===== config.mk =====
export PLATFORM = sky130hd
export DESIGN_NAME = vxlan_outer_header_parser
export DESIGN_NICKNAME = d
export VERILOG_FILES = /design/src/sv/vxoh_pkg.sv /design/src/sv/vxlan_outer_header_parser.sv
export SDC_FILE = /design/constraint.sdc
export NUM_CORES = 1
export LEC_CHECK = 0
export BUFFER_PORTS_ARGS = -buffer_cell sky130_fd_sc_hd__buf_2
export CAP_MARGIN = 20
export CORE_MARGIN = 2
export CORE_UTILIZATION = 52
export DETAILED_ROUTE_END_ITERATION = 7
export GPL_TIMING_DRIVEN = 0
export PLACE_DENSITY = 0.86
export REMOVE_ABC_BUFFERS = 1
export SLEW_MARGIN = 40
export SYNTH_ARGS = -nofsm -noshare
export SYNTH_HDL_FRONTEND = slang
export SYNTH_SLANG_ARGS = --single-unit

===== constraint.sdc =====
create_clock -name clk -period 2.78 [get_ports clk]
set_clock_uncertainty 0.2 [all_clocks]
set_input_delay 0.556 -clock clk [delete_from_list [all_inputs] [get_ports clk]]
set_output_delay 0.556 -clock clk [all_outputs]
set_load 0.01 [all_outputs]

===== src/sv/vxoh_pkg.sv =====
// ----------------------------------------------------------------------------
// vxoh_pkg: shared definitions for the VXLAN outer header parser
// Ethertypes, protocol numbers, verdict codes and the result record.
// ----------------------------------------------------------------------------
`default_nettype none

package vxoh_pkg;

  // Default UDP destination port of VXLAN traffic.
  localparam logic [15:0] VXLAN_PORT_DEFAULT = 16'd4789;

  // Ethertypes and the IP protocol number of UDP.
  localparam logic [15:0] ETYPE_VLAN = 16'h8100;
  localparam logic [15:0] ETYPE_IPV4 = 16'h0800;
  localparam logic [15:0] ETYPE_IPV6 = 16'h86DD;
  localparam logic [7:0]  PROTO_UDP  = 8'd17;

  // Header sizes and field offsets in bytes.
  localparam logic [6:0] L2_PLAIN_LEN    = 7'd14;
  localparam logic [6:0] L2_TAGGED_LEN   = 7'd18;
  localparam logic [6:0] IPV4_LEN        = 7'd20;
  localparam logic [6:0] IPV6_LEN        = 7'd40;
  localparam logic [6:0] IPV4_PROTO_OFS  = 7'd9;
  localparam logic [6:0] IPV6_PROTO_OFS  = 7'd6;
  localparam logic [6:0] UDP_DPORT_OFS   = 7'd2;
  localparam logic [6:0] UDP_VXLAN_LEN   = 7'd16;
  localparam logic [6:0] HDR_LEN_MIN     = 7'd50;
  localparam logic [6:0] HDR_LEN_MAX     = 7'd74;

  // Tunnel kind that this parser handles.
  localparam logic [1:0] KIND_VXLAN = 2'd0;

  // Verdict codes.
  typedef enum logic [2:0] {
    VERDICT_DECAP   = 3'd0,
    VERDICT_NOT_UDP = 3'd1,
    VERDICT_PORT    = 3'd2,
    VERDICT_KIND    = 3'd3,
    VERDICT_TRUNC   = 3'd4
  } verdict_t;

  // One verdict as it travels to the output.
  typedef struct packed {
    logic       strip;
    logic [6:0] header_length;
    verdict_t   code;
  } result_t;

endpackage

`default_nettype wire


===== src/sv/vxlan_outer_header_parser.sv =====
// ----------------------------------------------------------------------------
// vxlan_outer_header_parser: per-packet VXLAN outer header verdict
// Parses Ethernet (one optional VLAN tag), IPv4 or IPv6 and the UDP
// destination port from a byte stream and gives one strip verdict per packet.
// ----------------------------------------------------------------------------
//
//   Channel | Handshake             | Payload
//   --------+-----------------------+--------------------------------------
//   in_     | in_valid / in_stall   | data_byte, first/last_of_packet, hint
//   out_    | out_valid / out_stall | strip, header_length, verdict_code
//   cfg_    | cfg_valid / cfg_ready | vxlan_udp_port
//
// One byte is accepted per cycle while in_stall is low. A verdict is computed
// from the byte in the input register and registered in the result register.
// A two-entry result queue (result register plus skid entry) lets bytes flow
// while a verdict waits; in_stall rises only when both entries are full.
// Reset is synchronous and active low; no clearing pass is needed.
`default_nettype none

module vxlan_outer_header_parser (
  input  wire logic        clk,
  input  wire logic        rst_n,
  // Byte stream input
  input  wire logic        in_valid,
  output logic             in_stall,
  input  wire logic [7:0]  in_data_byte,
  input  wire logic        in_first_of_packet,
  input  wire logic        in_last_of_packet,
  input  wire logic        in_tunnel_hint,
  input  wire logic [1:0]  in_tunnel_kind,
  // Verdict output
  output logic             out_valid,
  input  wire logic        out_stall,
  output logic             out_strip,
  output logic [6:0]       out_header_length,
  output logic [2:0]       out_verdict_code,
  // Configuration write
  input  wire logic        cfg_valid,
  output logic             cfg_ready,
  input  wire logic [15:0] cfg_vxlan_udp_port
);

  // Configuration register.
  logic [15:0] udp_port_r;

  // Input register.
  logic       s1_valid_r;
  logic [7:0] s1_byte_r;
  logic       s1_first_r;
  logic       s1_last_r;
  logic       s1_hint_r;
  logic [1:0] s1_kind_r;

  // Parser state.
  logic [6:0] offset_r,   offset_nxt;
  logic [7:0] etype_hi_r, etype_hi_nxt;
  logic [7:0] port_hi_r,  port_hi_nxt;
  logic       vlan_r,     vlan_nxt;
  logic       l3_known_r, l3_known_nxt;
  logic       l3_v6_r,    l3_v6_nxt;
  logic       sent_r,     sent_nxt;
  logic       hint_r,     hint_nxt;

  // Result queue.
  logic                   main_valid_r;
  logic                   skid_valid_r;
  vxoh_pkg::result_t      main_r;
  vxoh_pkg::result_t      skid_r;

  logic                   s1_fire;
  logic                   out_pop;
  logic                   emit;
  vxoh_pkg::result_t      res;

  // Working values of the byte in the input register.
  logic        sent_cur;
  logic [6:0]  off_cur;
  logic [6:0]  l2_len;
  logic [6:0]  l3_len;
  logic        vlan_cur;
  logic        l3_known_cur;
  logic        l3_v6_cur;
  logic        hint_cur;
  logic [15:0] etype;
  logic [15:0] dport;
  logic [6:0]  proto_at;
  logic [6:0]  port_at;

  // Handshakes: the input register holds while the queue is full.
  assign s1_fire  = s1_valid_r && !skid_valid_r;
  assign in_stall = s1_valid_r && skid_valid_r;
  assign out_pop  = main_valid_r && !out_stall;
  assign cfg_ready = 1'b1;

  // Configuration register.
  always_ff @(posedge clk) begin
    if (!rst_n) begin
      udp_port_r <= vxoh_pkg::VXLAN_PORT_DEFAULT;
    end else if (cfg_valid && cfg_ready) begin
      udp_port_r <= cfg_vxlan_udp_port;
    end
  end

  // Input register.
  always_ff @(posedge clk) begin
    if (!rst_n) begin
      s1_valid_r <= 1'b0;
    end else if (!in_stall) begin
      s1_valid_r <= in_valid;
    end
  end

  always_ff @(posedge clk) begin
    if (!in_stall && in_valid) begin
      s1_byte_r  <= in_data_byte;
      s1_first_r <= in_first_of_packet;
      s1_last_r  <= in_last_of_packet;
      s1_hint_r  <= in_tunnel_hint;
      s1_kind_r  <= in_tunnel_kind;
    end
  end

  // Parse one byte: a first byte restarts the packet state.
  always_comb begin
    sent_cur     = s1_first_r ? 1'b0 : sent_r;
    off_cur      = s1_first_r ? 7'd0 : offset_r;
    vlan_cur     = s1_first_r ? 1'b0 : vlan_r;
    l3_known_cur = s1_first_r ? 1'b0 : l3_known_r;
    l3_v6_cur    = s1_first_r ? 1'b0 : l3_v6_r;
    hint_cur     = s1_first_r ? s1_hint_r : hint_r;

    l2_len   = vlan_cur ? vxoh_pkg::L2_TAGGED_LEN : vxoh_pkg::L2_PLAIN_LEN;
    l3_len   = l3_v6_cur ? vxoh_pkg::IPV6_LEN : vxoh_pkg::IPV4_LEN;
    proto_at = l2_len + (l3_v6_cur ? vxoh_pkg::IPV6_PROTO_OFS : vxoh_pkg::IPV4_PROTO_OFS);
    port_at  = l2_len + l3_len + vxoh_pkg::UDP_DPORT_OFS;
    etype    = {etype_hi_r, s1_byte_r};
    dport    = {port_hi_r, s1_byte_r};

    offset_nxt   = off_cur + 7'd1;
    etype_hi_nxt = etype_hi_r;
    port_hi_nxt  = port_hi_r;
    vlan_nxt     = vlan_cur;
    l3_known_nxt = l3_known_cur;
    l3_v6_nxt    = l3_v6_cur;
    hint_nxt     = hint_cur;

    emit              = 1'b0;
    res.strip         = 1'b0;
    res.header_length = 7'd0;
    res.code          = vxoh_pkg::VERDICT_TRUNC;

    if (s1_first_r && (s1_kind_r != vxoh_pkg::KIND_VXLAN)) begin
      // Tunnel kinds other than VXLAN are rejected at once.
      emit     = 1'b1;
      res.code = vxoh_pkg::VERDICT_KIND;
    end else if (!sent_cur) begin
      // Ethertype, high byte then low byte.
      if (off_cur == l2_len - 7'd2) begin
        etype_hi_nxt = s1_byte_r;
      end
      if (off_cur == l2_len - 7'd1) begin
        if (!vlan_cur && (etype == vxoh_pkg::ETYPE_VLAN)) begin
          vlan_nxt = 1'b1;
        end else if (etype == vxoh_pkg::ETYPE_IPV4) begin
          l3_known_nxt = 1'b1;
          l3_v6_nxt    = 1'b0;
        end else if (etype == vxoh_pkg::ETYPE_IPV6) begin
          l3_known_nxt = 1'b1;
          l3_v6_nxt    = 1'b1;
        end else begin
          emit     = 1'b1;
          res.code = vxoh_pkg::VERDICT_NOT_UDP;
        end
      end

      // Protocol byte and UDP destination port.
      if (!emit && l3_known_cur) begin
        if ((off_cur == proto_at) && (s1_byte_r != vxoh_pkg::PROTO_UDP)) begin
          emit     = 1'b1;
          res.code = vxoh_pkg::VERDICT_NOT_UDP;
        end
        if (off_cur == port_at) begin
          port_hi_nxt = s1_byte_r;
        end
        if (!emit && (off_cur == port_at + 7'd1)) begin
          emit = 1'b1;
          if ((dport == udp_port_r) || hint_cur) begin
            res.strip         = 1'b1;
            res.header_length = l2_len + l3_len + vxoh_pkg::UDP_VXLAN_LEN;
            res.code          = vxoh_pkg::VERDICT_DECAP;
          end else begin
            res.code = vxoh_pkg::VERDICT_PORT;
          end
        end
      end

      // Packet ended before a decision.
      if (!emit && s1_last_r) begin
        emit     = 1'b1;
        res.code = vxoh_pkg::VERDICT_TRUNC;
      end
    end

    sent_nxt = sent_cur || emit;
  end

  // Parser state registers.
  always_ff @(posedge clk) begin
    if (!rst_n) begin
      offset_r   <= 7'd0;
      etype_hi_r <= 8'd0;
      port_hi_r  <= 8'd0;
      vlan_r     <= 1'b0;
      l3_known_r <= 1'b0;
      l3_v6_r    <= 1'b0;
      sent_r     <= 1'b1;
      hint_r     <= 1'b0;
    end else if (s1_fire) begin
      offset_r   <= offset_nxt;
      etype_hi_r <= etype_hi_nxt;
      port_hi_r  <= port_hi_nxt;
      vlan_r     <= vlan_nxt;
      l3_known_r <= l3_known_nxt;
      l3_v6_r    <= l3_v6_nxt;
      sent_r     <= sent_nxt;
      hint_r     <= hint_nxt;
    end
  end

  // Result queue: result register with a skid entry behind it.
  always_ff @(posedge clk) begin
    if (!rst_n) begin
      main_valid_r <= 1'b0;
      skid_valid_r <= 1'b0;
    end else if (out_pop) begin
      if (skid_valid_r) begin
        skid_valid_r <= 1'b0;
      end else begin
        main_valid_r <= s1_fire && emit;
      end
    end else if (!main_valid_r) begin
      main_valid_r <= s1_fire && emit;
    end else if (s1_fire && emit) begin
      skid_valid_r <= 1'b1;
    end
  end

  always_ff @(posedge clk) begin
    if (out_pop && skid_valid_r) begin
      main_r <= skid_r;
    end else if (out_pop || !main_valid_r) begin
      main_r <= res;
    end
    if (main_valid_r && !out_pop && !skid_valid_r) begin
      skid_r <= res;
    end
  end

  assign out_valid         = main_valid_r;
  assign out_strip         = main_r.strip;
  assign out_header_length = main_r.header_length;
  assign out_verdict_code  = main_r.code;

`ifndef SYNTHESIS
  // The skid entry is only ever occupied behind a full result register.
  a_skid_behind_main: assert property (@(posedge clk) disable iff (!rst_n)
    skid_valid_r |-> main_valid_r)
    else $error("skid entry valid with empty result register");

  // Strip is given exactly for the decapsulated verdict.
  a_strip_code: assert property (@(posedge clk) disable iff (!rst_n)
    main_valid_r |-> (main_r.strip == (main_r.code == vxoh_pkg::VERDICT_DECAP)))
    else $error("strip flag disagrees with verdict code");

  // A stripped header spans Ethernet, IP, UDP and VXLAN.
  a_strip_len: assert property (@(posedge clk) disable iff (!rst_n)
    (main_valid_r && main_r.strip) |->
      (main_r.header_length >= vxoh_pkg::HDR_LEN_MIN &&
       main_r.header_length <= vxoh_pkg::HDR_LEN_MAX))
    else $error("header length out of range");

  // No stripping means no length.
  a_nostrip_len: assert property (@(posedge clk) disable iff (!rst_n)
    (main_valid_r && !main_r.strip) |-> (main_r.header_length == 7'd0))
    else $error("nonzero header length without strip");

  // Once a verdict is out, the packet stays closed until its next first byte.
  a_sent_sticky: assert property (@(posedge clk) disable iff (!rst_n)
    (sent_r && !(s1_fire && s1_first_r)) |=> sent_r)
    else $error("verdict flag cleared without a packet start");
`endif

endmodule

`default_nettype wire


==> flow_metrics.tcl, run 1 <==
set metrics [dict create \
    max_freq_ghz 0.380 \
    seq_area_frac_synth 0.511 \
    rr_endpoint "out_verdict_code[2]" \
    worst-path-max-fanout 13 \
    overflow 0 \
    synthesis.area_per_instance_um2 10.6 \
    max-cap-violations 0 \
    fillers 529 \
    area_delta_synth_final_pct 13.6 \
    synth-edff-count 31 \
    startpoint_type "register" \
    ys_types 51 \
    core-area_um2 6790 \
    synth_area_leader_cell "dfxtp_1" \
    global_route.usage.total 0.204 \
    drive_gt1_frac 0.201 \
    antenna_violations_before_repair 0 \
    final.hold.worst_slack_ns 0.183 \
    core.rowCount 30 \
    r2r_start "s1_first_r" \
    clk_latency_ns 0.34 \
    drc 0 \
    critical-path-max-stage-delay_ns 0.45 \
    worst_min_path_start "in_last_of_packet" \
    rsz0062_at_grt "false" \
    path_class "register to register" \
    critical_path.endpoint_type "register" \
    vias_per_cell 5.46 \
    finalNonFillerCells 490 \
    pin_count_of_the_biggest_net_entering_global_routing 51 \
    peakVddDrop_mv 0.414 \
    cts.path.max_buffers 2 \
    synth_top_cells_by_area "dfxtp_1 26%, edfxtp_1 25%, mux2i_1 9.0%" \
    wire_length_of_the_first_global_routing_pass_um 12100 \
    placed_cells 469 \
    finalWirelength_um 7340 \
    slew-limit-headroom 0.448 \
    synth.cells.most_frequent "47 x dfxtp_1, 34 x nor2b_1, 33 x mux2i_1, 33 x nand2_1, 31 x edfxtp_1" \
    hpwl_um 4980 \
    drtPass1Iterations 4 \
    yosys.area.top_type_share 0.257 \
    yosysMostFrequentCell "dfxtp_1" \
    port_buffers 45 \
    setup-violations-final 0 \
    worst_hold_path.num_cells 1 \
    worst_slew_pin_slew_ns 0.825 \
    total_of_hold_buffers_inserted_after_clock_tree_synthesis 0 \
    synthArstFlopShare 0 \
    cts.root.buffer_cell "clkbuf_8" \
    clkTransAtPathRegs_ns 0.08 \
    synth-main-ff-cell "dfxtp_1" \
    timing.setup.tns_ns 0 \
    hold_path.class "input pin to register" \
    worst-endpoint-arrival_ns 2.54 \
    num_antenna_cells 0 \
    route.detailed.wl_per_inst_um 15.0 \
    p_leak_nw 1.76 \
    finalWeightedCongestion 0.858 \
    drtIter0Drc 243 \
    postRouteAntennaNets 0 \
    via_count 2677 \
    tritoncts "done" \
    final_net_count 428 \
    chipWidth_um 87.9 \
    power_density_nw_per_um2 527 \
    cts-buffers-inserted 9 \
    syn_area_um2 3660 \
    die_footprint_um2 7730 \
    finalHoldViolCount 0 \
    yosys_register_bits 78 \
    timing.final.max_slew_violations 0 \
    via_count_of_the_first_global_routing_pass 2696 \
    min_period_ns 2.64 \
    yosysWarningCount 0 \
    timing.critical_path.slowest_stage_cell "edfxtp_1" \
    run_status "completed" \
    ff2ff_path_depth 7 \
    period_share 0.948 \
    synth_cells 346 \
    cp_data_required_time_ns 2.68 \
    numClockSinks 78 \
    reg2reg_slack_ns 0.14 \
    crit_chain "buf_4 > nor2b_2 > ha_1 > nand2_1 > o31ai_2 > o21ai_1 > mux2_2" \
    die_h_um 87.9 \
    floorplan.initialDensity 0.539 \
    top_level_ports 48 \
    cts.htree.levels 3 \
    timing.hold.worst_endpoint "s1_last_r" \
]
==> where the power goes <==
part	internal [mW]	switching (mW)	total, mW
registers	1.22	0.0289	1.25
logic	0.0671	0.0768	0.144
clock network	0.411	0.387	0.798
total	1.70	0.492	2.19
==> through the flow <==
stage,setup slack (ns),power [mW],util,instance area [µm²]
5_1_grt,0.0193,2.28,0.613,4160
4_1_cts,0.0430,2.21,0.610,4150
3_3_place_gp,-0.358,1.41,0.578,3920
2_1_floorplan,0.124,1.35,-,3580
6_report,0.145,2.19,0.613,4160
3_5_place_dp,-0.446,1.42,0.578,3930
==> repair_timing <==
| item | CTS | global route |
|---|---|---|
| resized for setup | 0 | 3 |
| endpoints found under the setup margin | 25 | 6 |
| setup buffers | 5 | 0 |
| pin swaps | 1 | 0 |
==> registers in the layout (all words and copies together), names as in the netlist <==
register	count
udp_port_r	16
out_header_length	6
s1_valid_r	1
sent_r	1
s1_byte_r	8
vlan_r	1
out_valid	1
s1_kind_r	2
s1_first_r	1
hint_r	1
out_verdict_code	3
etype_hi_r	8
s1_last_r	1
l3_known_r	1
l3_v6_r	1
offset_r	7
skid_valid_r	1
s1_hint_r	1
port_hi_r	8
skid_r	9
==> cell usage in the layout, fill, tap and decap left out, types with 3 or more instances in the layout <==
cell / instances
nand2_1: 33
o21ai_1: 9
dfxtp_1: 47
xor2_1: 19
nand3_1: 9
o21ai_0: 3
nand4bb_1: 3
a21boi_1: 4
clkbuf_8: 9
nor4_1: 8
buf_4: 5
ha_1: 5
nor2b_1: 32
nand4_1: 6
clkinv_2: 3
a31oi_1: 4
nand2b_1: 5
edfxtp_1: 31
buf_2: 45
o31ai_1: 7
nand3b_1: 3
nor3_1: 4
and2_1: 6
mux2i_1: 33
nor2_1: 13
inv_1: 8
==> worst max path at each step <==
stage / from / to / slack (ns) / depth (start not counted)
floorplan: s1_first_r / out_header_length[2] / 0.12 / 6
global placement: s1_first_r / out_header_length[5] / -0.36 / 6
detailed placement: s1_first_r / out_header_length[3] / -0.45 / 6
CTS: s1_first_r / out_verdict_code[2] / 0.04 / 8
global route: l3_v6_r / out_verdict_code[2] / 0.02 / 8
finish: s1_first_r / out_verdict_code[2] / 0.14 / 7
==> critical path: cells and delay by family, from the launching register on <==
family,cells,cell delay [ns]
multiplexers,1,0.28
AO/OA/AOI/OAI,2,0.61
buffers and inverters,1,0.22
flip-flops,1,0.45
AND/OR/NAND/NOR,2,0.37
adder cells (fa/ha/maj),1,0.28
==> kinds of logic after synthesis <==
logic type      count (synthesis)  synth area share
xor+xnor                       21            0.0502
flops                          78             0.511
fa+ha+maj                       5            0.0171
compound gates                 40            0.0796
buf+inv                        28            0.0335
mux                            35            0.0963
simple gates                  137             0.210
other cells                     2           0.00205
==> metal layers <==
metal,track usage,part of all wire
met1,0.237,0.41
met2,0.346,0.49
met3,0.0518,0.065
met4,0.108,0.034
met5,0,0
==> final cells by class <==
| cell class | instances | area (µm²) | area share |
|---|---|---|---|
| timing repair buffer | 50 | 263 | 0.0631 |
| sequential | 78 | 1870 | 0.450 |
| clock inverter | 5 | 52.6 | 0.0126 |
| multi-input combinational | 240 | 1690 | 0.405 |
| tap | 96 | 120 | 0.0289 |
| clock buffer | 11 | 131 | 0.0316 |
| inverter | 10 | 37.5 | 0.00902 |
No activity file was read; power rests on OpenSTA's default activity.
==> run 2, diff against run 1 <==
--- a/config.mk
+++ b/config.mk
@@ -7,11 +7,11 @@
 export LEC_CHECK = 0
 export BUFFER_PORTS_ARGS = -buffer_cell sky130_fd_sc_hd__buf_2
 export CAP_MARGIN = 20
-export CORE_MARGIN = 2
-export CORE_UTILIZATION = 52
+export CORE_UTILIZATION = 50
+export CTS_CLUSTER_SIZE = 14
 export DETAILED_ROUTE_END_ITERATION = 7
 export GPL_TIMING_DRIVEN = 0
-export PLACE_DENSITY = 0.86
+export PLACE_DENSITY = 0.83
 export REMOVE_ABC_BUFFERS = 1
 export SLEW_MARGIN = 40
 export SYNTH_ARGS = -nofsm -noshare
==> flow_metrics.tcl, run 2 (synthesis gave the netlist of run 1 again) <==
set metrics [dict create \
    via_count 2677 \
    timing.final.max_slew_violations 0 \
    clkTransAtPathRegs_ns 0.08 \
    cts.htree.levels 3 \
    vias_per_cell 5.42 \
    hpwl_um 5050 \
    drtPass1Iterations 5 \
    slew-limit-headroom 0.459 \
    layout_commonest_cell "dfxtp_1" \
    postRouteAntennaNets 0 \
    reg2reg_slack_ns 0.06 \
    num_antenna_cells 0 \
    power_density_nw_per_um2 530 \
    finalPower_mw 2.24 \
    route.detailed.wl_per_inst_um 15.0 \
    setup-violations-final 0 \
    regMostFlops "udp_port_r" \
    final_cell_mix "47 x dfxtp_1, 45 x buf_2, 33 x mux2i_1, 33 x nand2_1, 32 x nor2b_1" \
    top_level_ports 48 \
    cts.path.max_buffers 2 \
    pin_count_of_the_biggest_net_entering_global_routing 51 \
    overflow 0 \
    global_route.usage.total 0.209 \
    via_count_of_the_first_global_routing_pass 2633 \
    critical_path.endpoint_type "register" \
    numClockSinks 78 \
    worst-endpoint-arrival_ns 2.62 \
    die_h_um 87.6 \
    pre_cts_slack_ns -0.426 \
    worst_min_path_start "in_data_byte[1]" \
    die_footprint_um2 7670 \
    period_share 0.978 \
    drc 0 \
    max-cap-violations 0 \
    r2r_start "s1_first_r" \
    min_period_ns 2.72 \
    cts-buffers-inserted 9 \
    max_freq_ghz 0.368 \
    p_leak_nw 1.77 \
    fin_ws_ns 0.0621 \
    ff2ff_path_depth 9 \
    fillers 547 \
    cp_data_required_time_ns 2.69 \
    finalWeightedCongestion 0.882 \
    rr_endpoint "out_verdict_code[2]" \
    cts.root.buffer_cell "clkbuf_8" \
    timing.setup.tns_ns 0 \
    hold_path.class "input pin to register" \
    finalWirelength_um 7410 \
    drtIter0Drc 202 \
    path_class "register to register" \
    finalHoldViolCount 0 \
    rsz0062_at_grt "true" \
    wire_length_of_the_first_global_routing_pass_um 12000 \
    antenna_violations_before_repair 0 \
    area_delta_synth_final_pct 15.2 \
    floorplan.initialDensity 0.528 \
    tritoncts "done" \
    worst-path-max-fanout 5 \
    largest_reg_flops 16 \
    drive_gt1_frac 0.214 \
    startpoint_type "register" \
    timing.hold.worst_endpoint "s1_byte_r[1]" \
    core-area_um2 6940 \
    port_buffers 45 \
    peakVddDrop_mv 0.402 \
    clk_latency_ns 0.36 \
    run_status "completed" \
    core.rowCount 30 \
    worst_slew_pin_slew_ns 0.808 \
    final_net_count 432 \
    largest_registers "udp_port_r (16), skid_r (9)" \
    chipWidth_um 87.6 \
    worst_hold_path.num_cells 1 \
]
## run 2: timing repair
action | 4_1_cts | 5_1_grt
gates cloned | 0 | 0
gates resized for setup | 0 | 6
buffers inserted | 6 | 3
hold buffers | 0 | 0
endpoints found under the setup margin | 24 | 22
pin swaps | 1 | 4
## run 2: area by class of cell
type | instances | area [µm²] | area share
clock buffers | 12 | 145 | 0.0344
flip-flops and latches | 78 | 1870 | 0.443
well taps | 96 | 120 | 0.0285
repair buffers | 54 | 293 | 0.0694
inverters | 10 | 37.5 | 0.00889
multi-input cells | 240 | 1710 | 0.404
clock inverters | 4 | 47.5 | 0.0113
## run 2: through the flow
stage | util | instance area (µm²) | hold WS [ns] | std cells
2_1_floorplan | - | 3580 | 0.234 | 328
3_3_place_gp | 0.565 | 3920 | 0.240 | 469
3_5_place_dp | 0.565 | 3930 | 0.252 | 469
4_1_cts | 0.600 | 4160 | 0.154 | 491
5_1_grt | 0.608 | 4220 | 0.144 | 494
6_report | 0.608 | 4220 | 0.167 | 494
## run 2: metal layers
| layer | track usage | share of wire | vias to the layer above |
|---|---|---|---|
| met4 | 0.104 | 0.020 | 0 |
| met3 | 0.0594 | 0.054 | 11 |
| li1 | - | - | 1315 |
| met5 | 0 | 0 | - |
| met2 | 0.332 | 0.47 | 85 |
| met1 | 0.264 | 0.45 | 1266 |
## run 2: report_power, final
group / switching [mW] / internal (mW) / total (mW)
clock: 0.401 / 0.437 / 0.838
combinational: 0.0774 / 0.0699 / 0.147
sequential: 0.0286 / 1.22 / 1.25
## run 2: worst max-delay path: stages, from the launching register on
cell,delay (ns)
edfxtp_1,0.49
buf_4,0.18
nand2b_1,0.21
ha_4,0.25
xnor2_1,0.15
nor4_2,0.37
nand2_1,0.16
nand2_1,0.08
o21ai_1,0.08
mux2_2,0.28
## run 2: worst max path at each step
stage | slack [ns] | cells past startpoint | to | startpoint
after floorplan | 0.12 | 6 | out_header_length[2] | s1_first_r
after global placement | -0.32 | 6 | out_header_length[5] | s1_first_r
after detailed placement | -0.43 | 6 | out_header_length[6] | s1_first_r
after CTS | 0.01 | 8 | out_verdict_code[2] | s1_first_r
after global routing | -0.07 | 9 | out_verdict_code[2] | s1_first_r
final | 0.06 | 9 | out_verdict_code[2] | s1_first_r
